==> config.mk <==
export PLATFORM = sky130hd
export DESIGN_NAME = biquad_cascade_iir_filter
export DESIGN_NICKNAME = d
export VERILOG_FILES = /design/src/hdl/bcf_pkg.sv /design/src/hdl/bcf_ram.sv /design/src/hdl/bcf_seq.sv /design/src/hdl/bcf_dp.sv /design/src/hdl/biquad_cascade_iir_filter.sv
export SDC_FILE = /design/constraint.sdc
export NUM_CORES = 2
export LEC_CHECK = 0
export CAP_MARGIN = 20
export CORE_AREA = 4 4 381 459
export CTS_CLUSTER_DIAMETER = 30
export DETAILED_ROUTE_END_ITERATION = 7
export DIE_AREA = 0 0 385 463
export DONT_BUFFER_PORTS = 1
export PLACE_DENSITY_LB_ADDON = 0.2
export SYNTH_ARGS = -nofsm -noshare
export SYNTH_HDL_FRONTEND = slang
export SYNTH_SLANG_ARGS = --single-unit
==> constraint.sdc <==
create_clock -name i_clk -period 14.4 [get_ports i_clk]
set_clock_uncertainty 0.1 [all_clocks]
set_input_delay 2.88 -clock i_clk [delete_from_list [all_inputs] [get_ports i_clk]]
set_output_delay 2.88 -clock i_clk [all_outputs]
set_load 0.01 [all_outputs]
==> src/hdl/bcf_pkg.sv <==
package bcf_pkg;

    // Field and datapath widths of the sample, coefficient and accumulator formats
    localparam int SAMPLE_WIDTH       = 16;
    localparam int COEF_WIDTH         = 24;
    localparam int COEF_FRAC          = COEF_WIDTH - 4;
    localparam int ACC_WIDTH          = 32;
    localparam int PROD_WIDTH         = COEF_WIDTH + ACC_WIDTH;
    localparam int ACTIVE_WIDTH       = 4;
    localparam int SELECT_WIDTH       = 3;
    localparam int SLOT_WIDTH         = 3;

    // Store geometry
    localparam int COEFS_PER_SECTION  = 5;
    localparam int DELAYS_PER_SECTION = 2;
    localparam int DELAY_ROW_WIDTH    = DELAYS_PER_SECTION * ACC_WIDTH;

    // Sequencer schedule: five coefficient reads and one spare step per section
    localparam int STEPS_PER_SECTION  = 6;
    localparam int STEP_WIDTH         = 3;
    localparam int LAST_ISSUE_STEP    = 4;

    typedef enum logic {
        OP_FILTER = 1'b0,
        OP_COEF   = 1'b1
    } t_op;

    typedef enum logic [SLOT_WIDTH-1:0] {
        SLOT_B0 = 3'd0,
        SLOT_B1 = 3'd1,
        SLOT_B2 = 3'd2,
        SLOT_A1 = 3'd3,
        SLOT_A2 = 3'd4
    } t_slot;

    typedef enum logic [1:0] {
        ST_IDLE,
        ST_ISSUE,
        ST_DRAIN,
        ST_DONE
    } t_seq_state;

    typedef struct packed {
        t_op                            operation;
        logic signed [SAMPLE_WIDTH-1:0] sample_in;
        logic [SELECT_WIDTH-1:0]        section_select;
        logic [SLOT_WIDTH-1:0]          coefficient_slot;
        logic signed [COEF_WIDTH-1:0]   coefficient_value;
    } t_in_beat;

    typedef struct packed {
        logic signed [SAMPLE_WIDTH-1:0] sample_out;
        logic                           clipped;
    } t_out_beat;

    typedef struct packed {
        logic signed [ACC_WIDTH-1:0] w1;
        logic signed [ACC_WIDTH-1:0] w2;
    } t_delay_row;

    // One coefficient read issued by the sequencer
    typedef struct packed {
        logic  vld;
        logic  rd_delay;
        logic  last;
        t_slot slot;
    } t_issue;

endpackage

==> src/hdl/bcf_ram.sv <==
module bcf_ram #(
    parameter int WIDTH = 32,
    parameter int DEPTH = 16,
    localparam int AW   = (DEPTH > 1) ? $clog2(DEPTH) : 1
) (
    input  logic             i_clk,
    input  logic             i_we,
    input  logic [AW-1:0]    i_waddr,
    input  logic [WIDTH-1:0] i_wdata,
    input  logic             i_re,
    input  logic [AW-1:0]    i_raddr,
    output logic [WIDTH-1:0] o_rdata
);

    logic [WIDTH-1:0] r_mem [DEPTH];
    logic [WIDTH-1:0] r_rdata;

    always_ff @(posedge i_clk) begin
        if (i_we) begin
            r_mem[i_waddr] <= i_wdata;
        end
        if (i_re) begin
            r_rdata <= r_mem[i_raddr];
        end
    end

    assign o_rdata = r_rdata;

endmodule

==> src/hdl/bcf_seq.sv <==
module bcf_seq #(
    parameter int MAX_SECTIONS = 8,
    localparam int SEC_W       = (MAX_SECTIONS > 1) ? $clog2(MAX_SECTIONS) : 1
) (
    input  logic                               i_clk,
    input  logic                               i_rst_n,
    input  logic                               i_start,
    input  logic [bcf_pkg::ACTIVE_WIDTH-1:0]   i_active,
    input  logic                               i_done,
    input  logic                               i_out_free,
    output bcf_pkg::t_issue                    o_iss,
    output logic [SEC_W-1:0]                   o_sec,
    output logic                               o_load,
    output logic                               o_busy
);

    localparam int CNT_BITS = $clog2(MAX_SECTIONS + 1);
    localparam int CMP_W    = (CNT_BITS > bcf_pkg::ACTIVE_WIDTH) ? CNT_BITS
                                                                  : bcf_pkg::ACTIVE_WIDTH;

    bcf_pkg::t_seq_state                 r_state, n_state;
    logic [SEC_W-1:0]                    r_sec, n_sec;
    logic [SEC_W-1:0]                    r_last_sec, n_last_sec;
    logic [bcf_pkg::STEP_WIDTH-1:0]      r_step, n_step;
    logic [CMP_W-1:0]                    act_ext;
    logic [CMP_W-1:0]                    used;
    logic                                sec_last;

    // Clamp the section count to what the store holds
    assign act_ext  = CMP_W'(i_active);
    assign used     = (act_ext > CMP_W'(MAX_SECTIONS)) ? CMP_W'(MAX_SECTIONS) : act_ext;
    assign sec_last = (r_sec == r_last_sec);

    always_comb begin
        n_state = r_state;
        case (r_state)
            bcf_pkg::ST_IDLE: begin
                if (i_start) begin
                    n_state = (used == '0) ? bcf_pkg::ST_DONE : bcf_pkg::ST_ISSUE;
                end
            end
            bcf_pkg::ST_ISSUE: begin
                if (r_step == bcf_pkg::STEP_WIDTH'(bcf_pkg::LAST_ISSUE_STEP) && sec_last) begin
                    n_state = bcf_pkg::ST_DRAIN;
                end
            end
            bcf_pkg::ST_DRAIN: begin
                if (i_done) begin
                    n_state = bcf_pkg::ST_DONE;
                end
            end
            bcf_pkg::ST_DONE: begin
                if (i_out_free) begin
                    n_state = bcf_pkg::ST_IDLE;
                end
            end
            default: n_state = bcf_pkg::ST_IDLE;
        endcase
    end

    always_comb begin
        n_sec      = r_sec;
        n_step     = r_step;
        n_last_sec = r_last_sec;
        if (r_state == bcf_pkg::ST_IDLE && i_start) begin
            n_sec      = '0;
            n_step     = '0;
            n_last_sec = SEC_W'(used - CMP_W'(1));
        end else if (r_state == bcf_pkg::ST_ISSUE) begin
            if (r_step == bcf_pkg::STEP_WIDTH'(bcf_pkg::STEPS_PER_SECTION - 1)) begin
                n_step = '0;
                n_sec  = r_sec + SEC_W'(1);
            end else begin
                n_step = r_step + bcf_pkg::STEP_WIDTH'(1);
            end
        end
    end

    always_comb begin
        o_iss  = '0;
        o_load = 1'b0;
        o_busy = 1'b1;
        case (r_state)
            bcf_pkg::ST_IDLE: begin
                o_busy = 1'b0;
            end
            bcf_pkg::ST_ISSUE: begin
                o_iss.vld      = 1'b1;
                o_iss.rd_delay = (r_step == '0);
                o_iss.last     = sec_last;
                // Feedback products first so w0 is ready for b0
                case (r_step)
                    3'd0:    o_iss.slot = bcf_pkg::SLOT_A1;
                    3'd1:    o_iss.slot = bcf_pkg::SLOT_A2;
                    3'd2:    o_iss.slot = bcf_pkg::SLOT_B1;
                    3'd3:    o_iss.slot = bcf_pkg::SLOT_B2;
                    3'd4:    o_iss.slot = bcf_pkg::SLOT_B0;
                    default: o_iss.vld  = 1'b0;
                endcase
            end
            bcf_pkg::ST_DRAIN: begin
                o_busy = 1'b1;
            end
            bcf_pkg::ST_DONE: begin
                o_load = i_out_free;
            end
            default: o_busy = 1'b1;
        endcase
    end

    always_ff @(posedge i_clk) begin
        if (!i_rst_n) begin
            r_state    <= bcf_pkg::ST_IDLE;
            r_sec      <= '0;
            r_step     <= '0;
            r_last_sec <= '0;
        end else begin
            r_state    <= n_state;
            r_sec      <= n_sec;
            r_step     <= n_step;
            r_last_sec <= n_last_sec;
        end
    end

    assign o_sec = r_sec;

`ifndef SYNTH
    a_issue_in_range: assert property (@(posedge i_clk) disable iff (!i_rst_n)
        (r_state == bcf_pkg::ST_ISSUE) |->
            (r_sec <= r_last_sec &&
             r_step < bcf_pkg::STEP_WIDTH'(bcf_pkg::STEPS_PER_SECTION)))
        else $error("sequencer section or step out of range");
`endif

endmodule

==> src/hdl/bcf_dp.sv <==
module bcf_dp #(
    parameter int SEC_W = 3
) (
    input  logic                                      i_clk,
    input  logic                                      i_rst_n,
    input  logic                                      i_start,
    input  logic signed [bcf_pkg::SAMPLE_WIDTH-1:0]   i_sample,
    input  bcf_pkg::t_issue                           i_iss,
    input  logic [SEC_W-1:0]                          i_sec,
    input  logic signed [bcf_pkg::COEF_WIDTH-1:0]     i_coef,
    input  bcf_pkg::t_delay_row                       i_drow,
    output logic                                      o_dwe,
    output logic [SEC_W-1:0]                          o_dwaddr,
    output bcf_pkg::t_delay_row                       o_dwdata,
    output logic                                      o_done,
    output bcf_pkg::t_out_beat                        o_result
);

    localparam int AW  = bcf_pkg::ACC_WIDTH;
    localparam int PW  = bcf_pkg::PROD_WIDTH;
    localparam int SW  = bcf_pkg::SAMPLE_WIDTH;
    localparam int SHW = PW + 1 - bcf_pkg::COEF_FRAC;
    localparam logic [PW:0]   HALF    = (PW + 1)'(1) << (bcf_pkg::COEF_FRAC - 1);
    localparam logic [AW-1:0] ACC_MAX = {1'b0, {(AW - 1){1'b1}}};
    localparam logic [AW-1:0] ACC_MIN = {1'b1, {(AW - 1){1'b0}}};
    localparam logic [SW-1:0] OUT_MAX = {1'b0, {(SW - 1){1'b1}}};
    localparam logic [SW-1:0] OUT_MIN = {1'b1, {(SW - 1){1'b0}}};

    // Multiply stage tags
    logic                        r_m_vld, r_m_last;
    bcf_pkg::t_slot              r_m_slot;
    logic [SEC_W-1:0]            r_m_sec;
    // Round stage
    logic                        r_r_vld, r_r_last;
    bcf_pkg::t_slot              r_r_slot;
    logic signed [PW-1:0]        r_prod;
    // Accumulate stage
    logic                        r_a_vld, r_a_last;
    bcf_pkg::t_slot              r_a_slot;
    logic [AW-1:0]               r_p;
    logic                        r_p_ovf;
    // Final add of b2 product
    logic                        r_f_vld, r_f_last;
    logic                        r_done;
    logic                        r_clip;

    logic signed [AW-1:0]        r_x, r_acc, r_w0, r_pb1, r_pb2;
    logic signed [AW-1:0]        operand;
    logic [PW:0]                 rsum;
    logic [SHW-1:0]              rsh;
    logic                        rnd_ovf;
    logic [AW-1:0]               p_sat;
    logic [AW-1:0]               add_a, add_b;
    logic                        add_sub, add_use;
    logic [AW:0]                 add_s;
    logic                        add_ovf;
    logic [AW-1:0]               add_sat;
    logic                        out_ovf;

    always_comb begin
        case (r_m_slot)
            bcf_pkg::SLOT_A1, bcf_pkg::SLOT_B1: operand = i_drow.w1;
            bcf_pkg::SLOT_A2, bcf_pkg::SLOT_B2: operand = i_drow.w2;
            bcf_pkg::SLOT_B0:                   operand = r_w0;
            default:                            operand = '0;
        endcase
    end

    // Round half up, floor shift, saturate to the internal width
    assign rsum    = {r_prod[PW-1], r_prod} + HALF;
    assign rsh     = rsum[PW:bcf_pkg::COEF_FRAC];
    assign rnd_ovf = !((&rsh[SHW-1:AW-1]) || !(|rsh[SHW-1:AW-1]));
    assign p_sat   = rnd_ovf ? (rsh[SHW-1] ? ACC_MIN : ACC_MAX) : rsh[AW-1:0];

    // One shared saturating adder; final add and slot adds never coincide
    always_comb begin
        add_a   = r_p;
        add_b   = r_pb1;
        add_sub = 1'b0;
        add_use = 1'b0;
        if (r_f_vld) begin
            add_a   = r_acc;
            add_b   = r_pb2;
            add_use = 1'b1;
        end else if (r_a_vld) begin
            case (r_a_slot)
                bcf_pkg::SLOT_A1: begin
                    add_a   = r_x;
                    add_sub = 1'b1;
                    add_use = 1'b1;
                end
                bcf_pkg::SLOT_A2: begin
                    add_a   = r_acc;
                    add_sub = 1'b1;
                    add_use = 1'b1;
                end
                bcf_pkg::SLOT_B0: begin
                    add_use = 1'b1;
                end
                default: add_use = 1'b0;
            endcase
            if (add_sub) begin
                add_b = r_p;
            end
        end
    end

    assign add_s   = add_sub ? ({add_a[AW-1], add_a} - {add_b[AW-1], add_b})
                             : ({add_a[AW-1], add_a} + {add_b[AW-1], add_b});
    assign add_ovf = add_s[AW] ^ add_s[AW-1];
    assign add_sat = add_ovf ? (add_s[AW] ? ACC_MIN : ACC_MAX) : add_s[AW-1:0];

    always_ff @(posedge i_clk) begin
        if (!i_rst_n) begin
            r_m_vld  <= 1'b0;
            r_r_vld  <= 1'b0;
            r_a_vld  <= 1'b0;
            r_f_vld  <= 1'b0;
            r_done   <= 1'b0;
            r_clip   <= 1'b0;
        end else begin
            r_m_vld  <= i_iss.vld;
            r_r_vld  <= r_m_vld;
            r_a_vld  <= r_r_vld;
            r_f_vld  <= r_a_vld && (r_a_slot == bcf_pkg::SLOT_B0);
            r_done   <= r_f_vld && r_f_last;
            if (i_start) begin
                r_clip <= 1'b0;
            end else begin
                r_clip <= r_clip | (r_a_vld & r_p_ovf) | (add_use & add_ovf);
            end
        end
    end

    always_ff @(posedge i_clk) begin
        r_m_slot <= i_iss.slot;
        r_m_last <= i_iss.last;
        r_m_sec  <= i_sec;
        r_r_slot <= r_m_slot;
        r_r_last <= r_m_last;
        r_prod   <= PW'(i_coef) * PW'(operand);
        r_a_slot <= r_r_slot;
        r_a_last <= r_r_last;
        r_p      <= p_sat;
        r_p_ovf  <= rnd_ovf;
        r_f_last <= r_a_last;
        if (i_start) begin
            r_x <= AW'(i_sample);
        end else if (r_f_vld) begin
            r_x <= add_sat;
        end
        if (r_a_vld && !r_f_vld) begin
            case (r_a_slot)
                bcf_pkg::SLOT_A1: r_acc <= add_sat;
                bcf_pkg::SLOT_A2: r_w0  <= add_sat;
                bcf_pkg::SLOT_B1: r_pb1 <= r_p;
                bcf_pkg::SLOT_B2: r_pb2 <= r_p;
                bcf_pkg::SLOT_B0: r_acc <= add_sat;
                default:          r_acc <= r_acc;
            endcase
        end
    end

    // Shift delays when b0 is multiplied: w1 <- w0, w2 <- old w1
    assign o_dwe       = r_m_vld && (r_m_slot == bcf_pkg::SLOT_B0);
    assign o_dwaddr    = r_m_sec;
    assign o_dwdata.w1 = r_w0;
    assign o_dwdata.w2 = i_drow.w1;

    assign out_ovf             = !((&r_x[AW-1:SW-1]) || !(|r_x[AW-1:SW-1]));
    assign o_result.sample_out = out_ovf ? (r_x[AW-1] ? OUT_MIN : OUT_MAX) : r_x[SW-1:0];
    assign o_result.clipped    = r_clip | out_ovf;
    assign o_done              = r_done;

`ifndef SYNTH
    a_adder_no_clash: assert property (@(posedge i_clk) disable iff (!i_rst_n)
        r_f_vld |-> !(r_a_vld && (r_a_slot == bcf_pkg::SLOT_A1 ||
                                  r_a_slot == bcf_pkg::SLOT_A2 ||
                                  r_a_slot == bcf_pkg::SLOT_B0)))
        else $error("final add collides with a section add");
    a_done_pulse: assert property (@(posedge i_clk) disable iff (!i_rst_n)
        r_done |=> !r_done)
        else $error("done held for more than one cycle");
`endif

endmodule

==> src/hdl/biquad_cascade_iir_filter.sv <==
// Cascade of up to MAX_SECTIONS direct form II biquads, fixed point.
//
// Input channel (i_in_valid / o_in_stall / i_in_data): a beat either filters
// one Q1.15 sample or writes one Q4.20 coefficient (b0, b1, b2, a1, a2) of one
// section. A coefficient beat gives no result.
// Output channel (o_out_valid / i_out_stall / o_out_data): one beat for every
// sample, saturated to 16 bits, with a flag set when any product, sum or the
// output clipped.
// Config channel (i_cfg_valid / o_cfg_ready / i_cfg_data): number of sections
// in use; always ready; write only while the block is idle.
//
// One multiplier, fed from the coefficient RAM one read per cycle, does five
// products per section, followed by a spare step; the next sample is taken
// once the result sits in the output register.
// Reset clears valid bits on both stores so that all coefficients and delays
// read as zero until written, and sets the section count to 1; no clearing
// sweep runs. A stalled result holds in the output register; the sequencer
// then waits with the next result and keeps o_in_stall high.
module biquad_cascade_iir_filter #(
    parameter int MAX_SECTIONS = 8
) (
    input  logic                               i_clk,
    input  logic                               i_rst_n,
    input  logic                               i_in_valid,
    output logic                               o_in_stall,
    input  bcf_pkg::t_in_beat                  i_in_data,
    output logic                               o_out_valid,
    input  logic                               i_out_stall,
    output bcf_pkg::t_out_beat                 o_out_data,
    input  logic                               i_cfg_valid,
    output logic                               o_cfg_ready,
    input  logic [bcf_pkg::ACTIVE_WIDTH-1:0]   i_cfg_data
);

    localparam int SEC_W     = (MAX_SECTIONS > 1) ? $clog2(MAX_SECTIONS) : 1;
    localparam int NUM_COEFS = MAX_SECTIONS * bcf_pkg::COEFS_PER_SECTION;
    localparam int CA_W      = (NUM_COEFS > 1) ? $clog2(NUM_COEFS) : 1;

    logic [bcf_pkg::ACTIVE_WIDTH-1:0]        r_active;
    logic [NUM_COEFS-1:0]                    r_cvld;
    logic [MAX_SECTIONS-1:0]                 r_dvld;
    logic                                    r_cv_q, r_dv_q;
    logic                                    r_out_vld;
    bcf_pkg::t_out_beat                      r_out_data;

    logic                                    in_acc, start, busy;
    logic                                    cwe;
    logic [CA_W-1:0]                         cwaddr, craddr;
    logic [bcf_pkg::COEF_WIDTH-1:0]          cq;
    logic signed [bcf_pkg::COEF_WIDTH-1:0]   coef;
    logic [bcf_pkg::DELAY_ROW_WIDTH-1:0]     dq;
    bcf_pkg::t_delay_row                     drow;
    bcf_pkg::t_issue                         iss;
    logic [SEC_W-1:0]                        sec;
    logic                                    dwe;
    logic [SEC_W-1:0]                        dwaddr;
    bcf_pkg::t_delay_row                     dwdata;
    logic                                    done, load, out_free;
    bcf_pkg::t_out_beat                      result;

    assign o_in_stall = busy;
    assign in_acc     = i_in_valid && !o_in_stall;
    assign start      = in_acc && (i_in_data.operation == bcf_pkg::OP_FILTER);

    // Drop coefficient writes to sections or slots that do not exist
    assign cwe    = in_acc && (i_in_data.operation == bcf_pkg::OP_COEF) &&
                    (int'(i_in_data.section_select) < MAX_SECTIONS) &&
                    (int'(i_in_data.coefficient_slot) < bcf_pkg::COEFS_PER_SECTION);
    assign cwaddr = CA_W'(int'(i_in_data.section_select) * bcf_pkg::COEFS_PER_SECTION +
                          int'(i_in_data.coefficient_slot));
    assign craddr = CA_W'(int'(sec) * bcf_pkg::COEFS_PER_SECTION + int'(iss.slot));

    bcf_ram #(
        .WIDTH (bcf_pkg::COEF_WIDTH),
        .DEPTH (NUM_COEFS)
    ) u_coef_ram (
        .i_clk   (i_clk),
        .i_we    (cwe),
        .i_waddr (cwaddr),
        .i_wdata (i_in_data.coefficient_value),
        .i_re    (iss.vld),
        .i_raddr (craddr),
        .o_rdata (cq)
    );

    bcf_ram #(
        .WIDTH (bcf_pkg::DELAY_ROW_WIDTH),
        .DEPTH (MAX_SECTIONS)
    ) u_delay_ram (
        .i_clk   (i_clk),
        .i_we    (dwe),
        .i_waddr (dwaddr),
        .i_wdata (dwdata),
        .i_re    (iss.rd_delay),
        .i_raddr (sec),
        .o_rdata (dq)
    );

    // Entries never written since reset read as zero
    assign coef = r_cv_q ? $signed(cq) : '0;
    assign drow = r_dv_q ? bcf_pkg::t_delay_row'(dq) : '0;

    always_ff @(posedge i_clk) begin
        if (!i_rst_n) begin
            r_active  <= bcf_pkg::ACTIVE_WIDTH'(1);
            r_cvld    <= '0;
            r_dvld    <= '0;
            r_cv_q    <= 1'b0;
            r_dv_q    <= 1'b0;
            r_out_vld <= 1'b0;
        end else begin
            if (i_cfg_valid && o_cfg_ready) begin
                r_active <= i_cfg_data;
            end
            if (cwe) begin
                r_cvld[cwaddr] <= 1'b1;
            end
            if (dwe) begin
                r_dvld[dwaddr] <= 1'b1;
            end
            if (iss.vld) begin
                r_cv_q <= r_cvld[craddr];
            end
            if (iss.rd_delay) begin
                r_dv_q <= r_dvld[sec];
            end
            // Advance the output register: load a new beat or drop a taken one
            if (load) begin
                r_out_vld <= 1'b1;
            end else if (!i_out_stall) begin
                r_out_vld <= 1'b0;
            end
        end
    end

    always_ff @(posedge i_clk) begin
        if (load) begin
            r_out_data <= result;
        end
    end

    assign out_free = !r_out_vld || !i_out_stall;

    bcf_seq #(
        .MAX_SECTIONS (MAX_SECTIONS)
    ) u_seq (
        .i_clk      (i_clk),
        .i_rst_n    (i_rst_n),
        .i_start    (start),
        .i_active   (r_active),
        .i_done     (done),
        .i_out_free (out_free),
        .o_iss      (iss),
        .o_sec      (sec),
        .o_load     (load),
        .o_busy     (busy)
    );

    bcf_dp #(
        .SEC_W (SEC_W)
    ) u_dp (
        .i_clk    (i_clk),
        .i_rst_n  (i_rst_n),
        .i_start  (start),
        .i_sample (i_in_data.sample_in),
        .i_iss    (iss),
        .i_sec    (sec),
        .i_coef   (coef),
        .i_drow   (drow),
        .o_dwe    (dwe),
        .o_dwaddr (dwaddr),
        .o_dwdata (dwdata),
        .o_done   (done),
        .o_result (result)
    );

    assign o_out_valid = r_out_vld;
    assign o_out_data  = r_out_data;
    assign o_cfg_ready = 1'b1;

`ifndef SYNTH
    a_coef_rw_apart: assert property (@(posedge i_clk) disable iff (!i_rst_n)
        !(cwe && iss.vld))
        else $error("coefficient write during a filter run");
    a_delay_write_busy: assert property (@(posedge i_clk) disable iff (!i_rst_n)
        dwe |-> o_in_stall)
        else $error("delay write-back while idle");
    a_load_free: assert property (@(posedge i_clk) disable iff (!i_rst_n)
        load |-> (!r_out_vld || !i_out_stall))
        else $error("result loaded over a stalled beat");
`endif

endmodule
## Word level (Yosys, flattened, before mapping)

Memory sizes are Yosys's and may differ from the RTL's. A register that Yosys moved wholly into a read port is not among the register bits.
Index checks and enable logic that the tools add are counted.

| storage, ports and cells | value |
|---|---|
| output and inout port bits | 20 |
| bits in writable memories | 1472 |
| register bits after elaboration | 354 |
| memories kept | 2 |
| logic and storage cells | 186 |
| input bits | 56 |

Memories:

| memory | words | bits a word | read ports | clocked after memory_dff | write ports | RTL line | source |
|---|---|---|---|---|---|---|---|
| u_coef_ram.r_mem | 40 | 24 | 1 | 1 | 1 | bcf_ram.sv:15 | `logic [WIDTH-1:0] r_mem [DEPTH];` |
| u_delay_ram.r_mem | 8 | 64 | 1 | 1 | 1 | bcf_ram.sv:15 |  |

| operators by class | value |
|---|---|
| multiply operators | 3 |
| reductions and logical operators | 46 |
| equality and inequality tests | 22 |
| add/subtract/negate cells | 8 |
| muxes and demuxes | 53 |
| magnitude comparators | 8 |
| bitwise logic cells | 10 |

Operators by type and width:

| operator | number |
|---|---|
| 32-bit 2-to-1 mux | 11 |
| 32-bit case mux with 3 select lines | 1 |
| 64-bit 2-to-1 mux | 1 |
| 32-bit case mux with 2 select lines | 1 |
| 56-bit by 21-bit adder with 57-bit output (second input constant) | 1 |
| 24-bit by 32-bit multiplier with 56-bit output | 1 |
| 40-bit bitwise OR | 1 |
| 32-bit by 32-bit adder with 33-bit output | 1 |
| 33-bit 2-to-1 mux | 1 |
| 32-bit by 32-bit subtractor with 33-bit output | 1 |
| 16-bit 2-to-1 mux | 2 |
| 24-bit 2-to-1 mux | 1 |
| 1-bit 2-to-1 mux | 21 |
| 3-bit by 2-bit == test with 1-bit output (second input constant) | 6 |
| 17-bit AND reduction | 1 |
| 17-bit OR reduction | 1 |
| 6-bit by 7-bit less-than comparator with 1-bit output (second input constant) | 2 |
| 6-bit by 3-bit adder with 6-bit output | 2 |
| 3-bit == test (second input constant) | 4 |
| 1-bit logical AND | 12 |
| 3-bit by 3-bit multiplier with 6-bit output (second input constant) | 2 |
| 3-bit case mux with 4 select lines | 1 |
| 2-bit OR reduction | 6 |
| 2-bit 2-to-1 mux | 5 |
| 37 further kinds | 64 |

## Logic depth before layout (Yosys ltp)

| depth | value |
|---|---|
| depth after elaboration | 14 |
| depth in mapped cells | 33 |
| depth with buffers taken out | 30 |

## Cells and area by module

A second synthesis with hierarchy kept.

| second synthesis, totals | value |
|---|---|
| cells, all modules | 7413 |
| area total of the unflattened synthesis | 104222.5 um^2 |

Modules (own cells, without submodules):

| module | seq. area each (um^2) | area an instance (um^2) | cells an instance | times used |
|---|---|---|---|---|
| bcf_dp | 6646.4 | 39942.1 | 4169 | 1 |
| bcf_ram at u_coef_ram | 29548.3 | 38403.1 | 1943 | 1 |
| bcf_ram at u_delay_ram | 17296.6 | 21187.8 | 816 | 1 |
| biquad_cascade_iir_filter | 1611.5 | 3975.1 | 403 | 1 |
| bcf_seq | 220.2 | 714.4 | 82 | 1 |

## Worst setup path before layout

No wires, ideal clock.

| path | value |
|---|---|
| path kind | register to register |
| from | register u_dp.r_m_slot[2] |
| to | register u_dp.r_prod[42] |
| setup slack | 6.204 ns |
| arrival | 7.981 ns |
| data required time | 14.186 ns |
| buffers on the path | 4 |
| library setup time | 0.114 ns |
| stages on the path, launching flop included | 30 |
| clock period less this slack | 8.196 ns |
| cells stage by stage | dfxtp_1 > clkbuf_1 > nor3_1 > clkbuf_1 > nand2_1 > a31oi_1 > clkbuf_1 > nand2_1 > fa_1 > fa_1 > fa_1 > fa_1 > fa_1 > inv_1 > fa_1 > inv_1 > fa_1 > inv_1 > ha_1 > a21o_1 > o21bai_1 > a221o_1 > a21oi_1 > o2111ai_1 > o211ai_1 > a21oi_1 > or2_2 > clkbuf_1 > mux2i_1 > a2111oi_0 |

| between the ends | value |
|---|---|
| word-level cells in the longest chain between the ends | 4 |
| elaborated cells on any way between the ends | 9 |
| classes of those cells | mul (1); eq/ne (4); mux (1); reduce/logical (3) |

Ends and longest elaborated chain:

| what | RTL line | source |
|---|---|---|
| from (decl) | bcf_dp.sv:31 | `bcf_pkg::t_slot r_m_slot;` |
| from (signal assigned) | bcf_dp.sv:136 | `r_m_slot <= i_iss.slot;` |
| 3-bit == test, or another cell as far along | bcf_dp.sv:61 | `case (r_m_slot)` |
| 2-bit OR reduction | bcf_dp.sv:61 |  |
| 32-bit case mux with 3 select lines (*) | bcf_dp.sv:61 |  |
| 24-bit by 32-bit multiplier with 56-bit output (*) | bcf_dp.sv:141 | `r_prod <= PW'(i_coef) * PW'(operand);` |
| to (signal assigned) | bcf_dp.sv:141 |  |
| to (decl) | bcf_dp.sv:36 | `logic signed [PW-1:0] r_prod;` |

Every way passes the cells marked *; elsewhere a longest branch is shown, timed or not.
A chain may end at the register's enable or synchronous reset.

## Worst setup path after layout

| path | value |
|---|---|
| from | register r_dv_q |
| to | register u_dp.r_prod[42] |

| between the ends | value |
|---|---|
| word-level cells in the longest chain between the ends | 3 |

Ends and longest elaborated chain:

| what | RTL line | source |
|---|---|---|
| from (decl) | biquad_cascade_iir_filter.sv:42 | `logic r_cv_q, r_dv_q;` |
| from (signal assigned) | biquad_cascade_iir_filter.sv:125 | `r_dv_q <= r_dvld[sec];` |
| 64-bit 2-to-1 mux | biquad_cascade_iir_filter.sv:101 | `assign drow = r_dv_q ? bcf_pkg::t_delay_row'(dq) : '0;` |
| 32-bit case mux with 3 select lines | bcf_dp.sv:61 |  |
| 24-bit by 32-bit multiplier with 56-bit output | bcf_dp.sv:141 |  |

Every way passes these cells.

==> flow_summary.yaml <==
placement:
  place_area_um2: 105000
  gp_congestion: 0.953
  io_buffers: 0
  dp_hpwl_mm: 180
  placement.setup.worst_slack_ns: 5.10
worst_hold_path:
  min-delay-start: "u_dp.r_r_last"
  holdCritPathClass: "reg2reg"
critical_path:
  regToRegSetupSlack_ns: 4.86
  cp.required_ns: 14.98
  cpPeakStageDelay_ns: 0.80
  path_common_cell: "fa_1"
  setup.worst_path.start: "r_dv_q"
  slowest_stage: "o21a_1"
  cp_data_arrival_time_ns: 10.12
  crit_path_start_kind: "flop"
  critPathKind: "reg2reg"
  end_kind: "flop"
  path_max_fanout: 37
  reg2reg_from: "r_dv_q"
route:
  routedWlPerCell_um: 28.9
  drc: 0
  dr.pass1.iters: 8
  avgViaCountPerCell: 6.29
  drt_iter0_drc: 6384
  antenna_left: 0
  postRouteWirelength_mm: 277
  via_count: 60300
die:
  initial_core_util_pct: 59.8
  dieArea_um2: 178000
  die_height_um: 463
  die_x_um: 385
  num_rows: 166
  coreArea_um2: 170000
  ios: 76
sta:
  worst_pin_slew_ns: 1.21
  slew_violations: 0
  finalSetupTns_ns: 0
  finalCritPeriodShare_pct: 66.3
  max_freq_ghz: 0.105
  rsz0062_at_grt: "no"
  hold_viol: 0
  min_period_ns: 9.54
  max_slew_margin_pct: 19.1
  report.final.setup_viol: 0
  worst_slack_ns: 4.86
power_and_ir_drop:
  p_leak_nw: 42.9
  power_w: 0.0239
  peakVddDrop_v: 0.000161
  powerDensity_nw_per_um2: 206
synth:
  syn_avg_cell_area_um2: 14.6
  synthTopCellsByArea: "edfxtp_1 (51%), fa_1 (15%), mux4_2 (9.5%)"
  syn_inst: 6955
  ys_ff_latch: 1895
  synth.most_common_cell: "edfxtp_1"
  synthArstFlopShare_pct: 0
  synth_top_area_cell: "edfxtp_1"
  synth_common_cells: "edfxtp_1 (1737), inv_1 (832), fa_1 (785)"
  yosys.cell_types.count: 92
  synthesis.area_um2: 102000
  synth_top_area_share_pct: 51.3
  synth.yosys.warnings: 0
  synth_edf_count: 1737
  synth-main-ff-cell: "edfxtp_1"
  ys_seq_area_share_pct: 54.4
  syn_nets: 8001
clocking:
  cts_tree: "yes"
  cts_setup_buffers: 0
  cts_buffer_depth: 4
  clk_latency_ns: 0.94
  cts_resized: 0
  path_clk_slew_ns: 0.06
  cts_buffers: 322
  cts_sinks: 1895
  hold_buffers: 0
  cts_root_buffer: "clkbuf_16"
  cts_htree_levels: 5
layout:
  fin_area_um2: 116000
  num-fill-cells: 11200
  post_route_cells_drive_above_1_share_pct: 18.7
  ff_latch_area_um2: 55300
  multi_input_area_um2: 42300
  area_growth_pct: 14.0
  final_nets: 8118
status:
  status: "finished, final reports clean"
global_route:
  track_usage_pct: 31.7
  grt_max_degree: 102
  antenna_found_initial: 5
  globalRouteOverflowTotal: 0
  grt_pass1_vias: 64400
  grt_pass1_wl_mm: 415
flow_run:
  drv_cap: 0
critical path: cells and delay by family, from the launching register on:
kind,cells,cell delay (ns)
fa+ha+maj,8,3.96
mux,1,0.13
compound gates,8,2.82
simple gates,4,0.76
flops,1,0.31
buf+inv,8,1.14
flip-flops by register name (all words and copies together) (netlist names), 4 cells and up:
signal               cells
u_dp.r_pb2              32
u_dp.r_x                32
r_cvld                  40
u_delay_ram.o_rdata     64
r_active                 4
u_dp.r_p                32
o_out_data              17
u_dp.r_pb1              32
u_delay_ram.r_mem      512
r_dvld                   8
u_dp.r_acc              32
u_dp.r_w0               32
u_coef_ram.r_mem       960
u_coef_ram.o_rdata      24
u_dp.r_prod             37
layout make-up:
cell class	count	area share (%)
clock buffer	342	7.16
antenna	3	0.00647
sequential	1895	47.7
multi-input combinational	3873	36.5
timing repair buffer	147	1.24
tap	2268	2.45
clock inverter	227	2.26
inverter	833	2.70
per-layer routing:
layer  routed length [um]  track usage, %  vias to the layer above
met1                97500            39.5                    31200
met2               141000            53.5                     3350
li1                     -               -                    24900
met3                22400            6.09                      814
met4                15900            15.7                        0
met5                    0               0                        -
placed cells by master (no fill, tap or decap), types with 28 or more instances in the layout:
cell        count
a222oi_1       32
nor3_1         32
mux4_2        430
mux2i_1        44
clkbuf_16     328
a31o_2         33
clkinv_2       37
o21ai_0        93
o21ai_1        28
xor2_1         66
bufinv_16      43
nor2_1        483
nand2_1       643
and2_1         61
clkinv_4       36
a21oi_1       156
buf_4         122
inv_1         832
xnor2_1        83
a31oi_1        58
dfxtp_1       153
mux2_2         95
fa_1          784
clkinvlp_4     37
a21o_1         44
o21a_1         78
nor2_4         33
edfxtp_1     1737
nand3_1        69
ha_1          203
inv_6          34
metrics by stage:
step,instances,hold WS [ns],utilization [%]
finish,9588,0.227,68.2
global route,9585,0.239,68.2
CTS,9576,0.231,68.0
detailed placement,9007,0.218,61.6
global placement,8994,0.214,61.5
floorplan,6955,0.210,-
worst paths after layout:
kind	endpoint	cells after the start
hold reg to reg	u_dp.r_a_last	0
setup / recovery	u_dp.r_prod[42]	29
hold / removal	u_dp.r_a_last	0
setup reg to reg	u_dp.r_prod[42]	29
kinds of logic (layout without fill, tap and decap cells):
family          after synthesis  in the layout  share of synthesized area [%]
mux                         580            580                           11.2
simple gates               1495           1495                           6.32
flops                      1895           1895                           54.4
compound gates              627            627                           4.08
fa+ha+maj                  1018           1018                           18.3
buf+inv                    1187           1549                           4.46
xor+xnor                    152            152                           1.32
other cells                   1              4                        0.00369
power by group:
part	internal, W	total [W]	switching [W]
clock network	0.00498	0.00769	0.00271
logic	0.00349	0.00927	0.00578
registers	0.00657	0.00692	0.000351
Power figures use the tool's default switching activity.
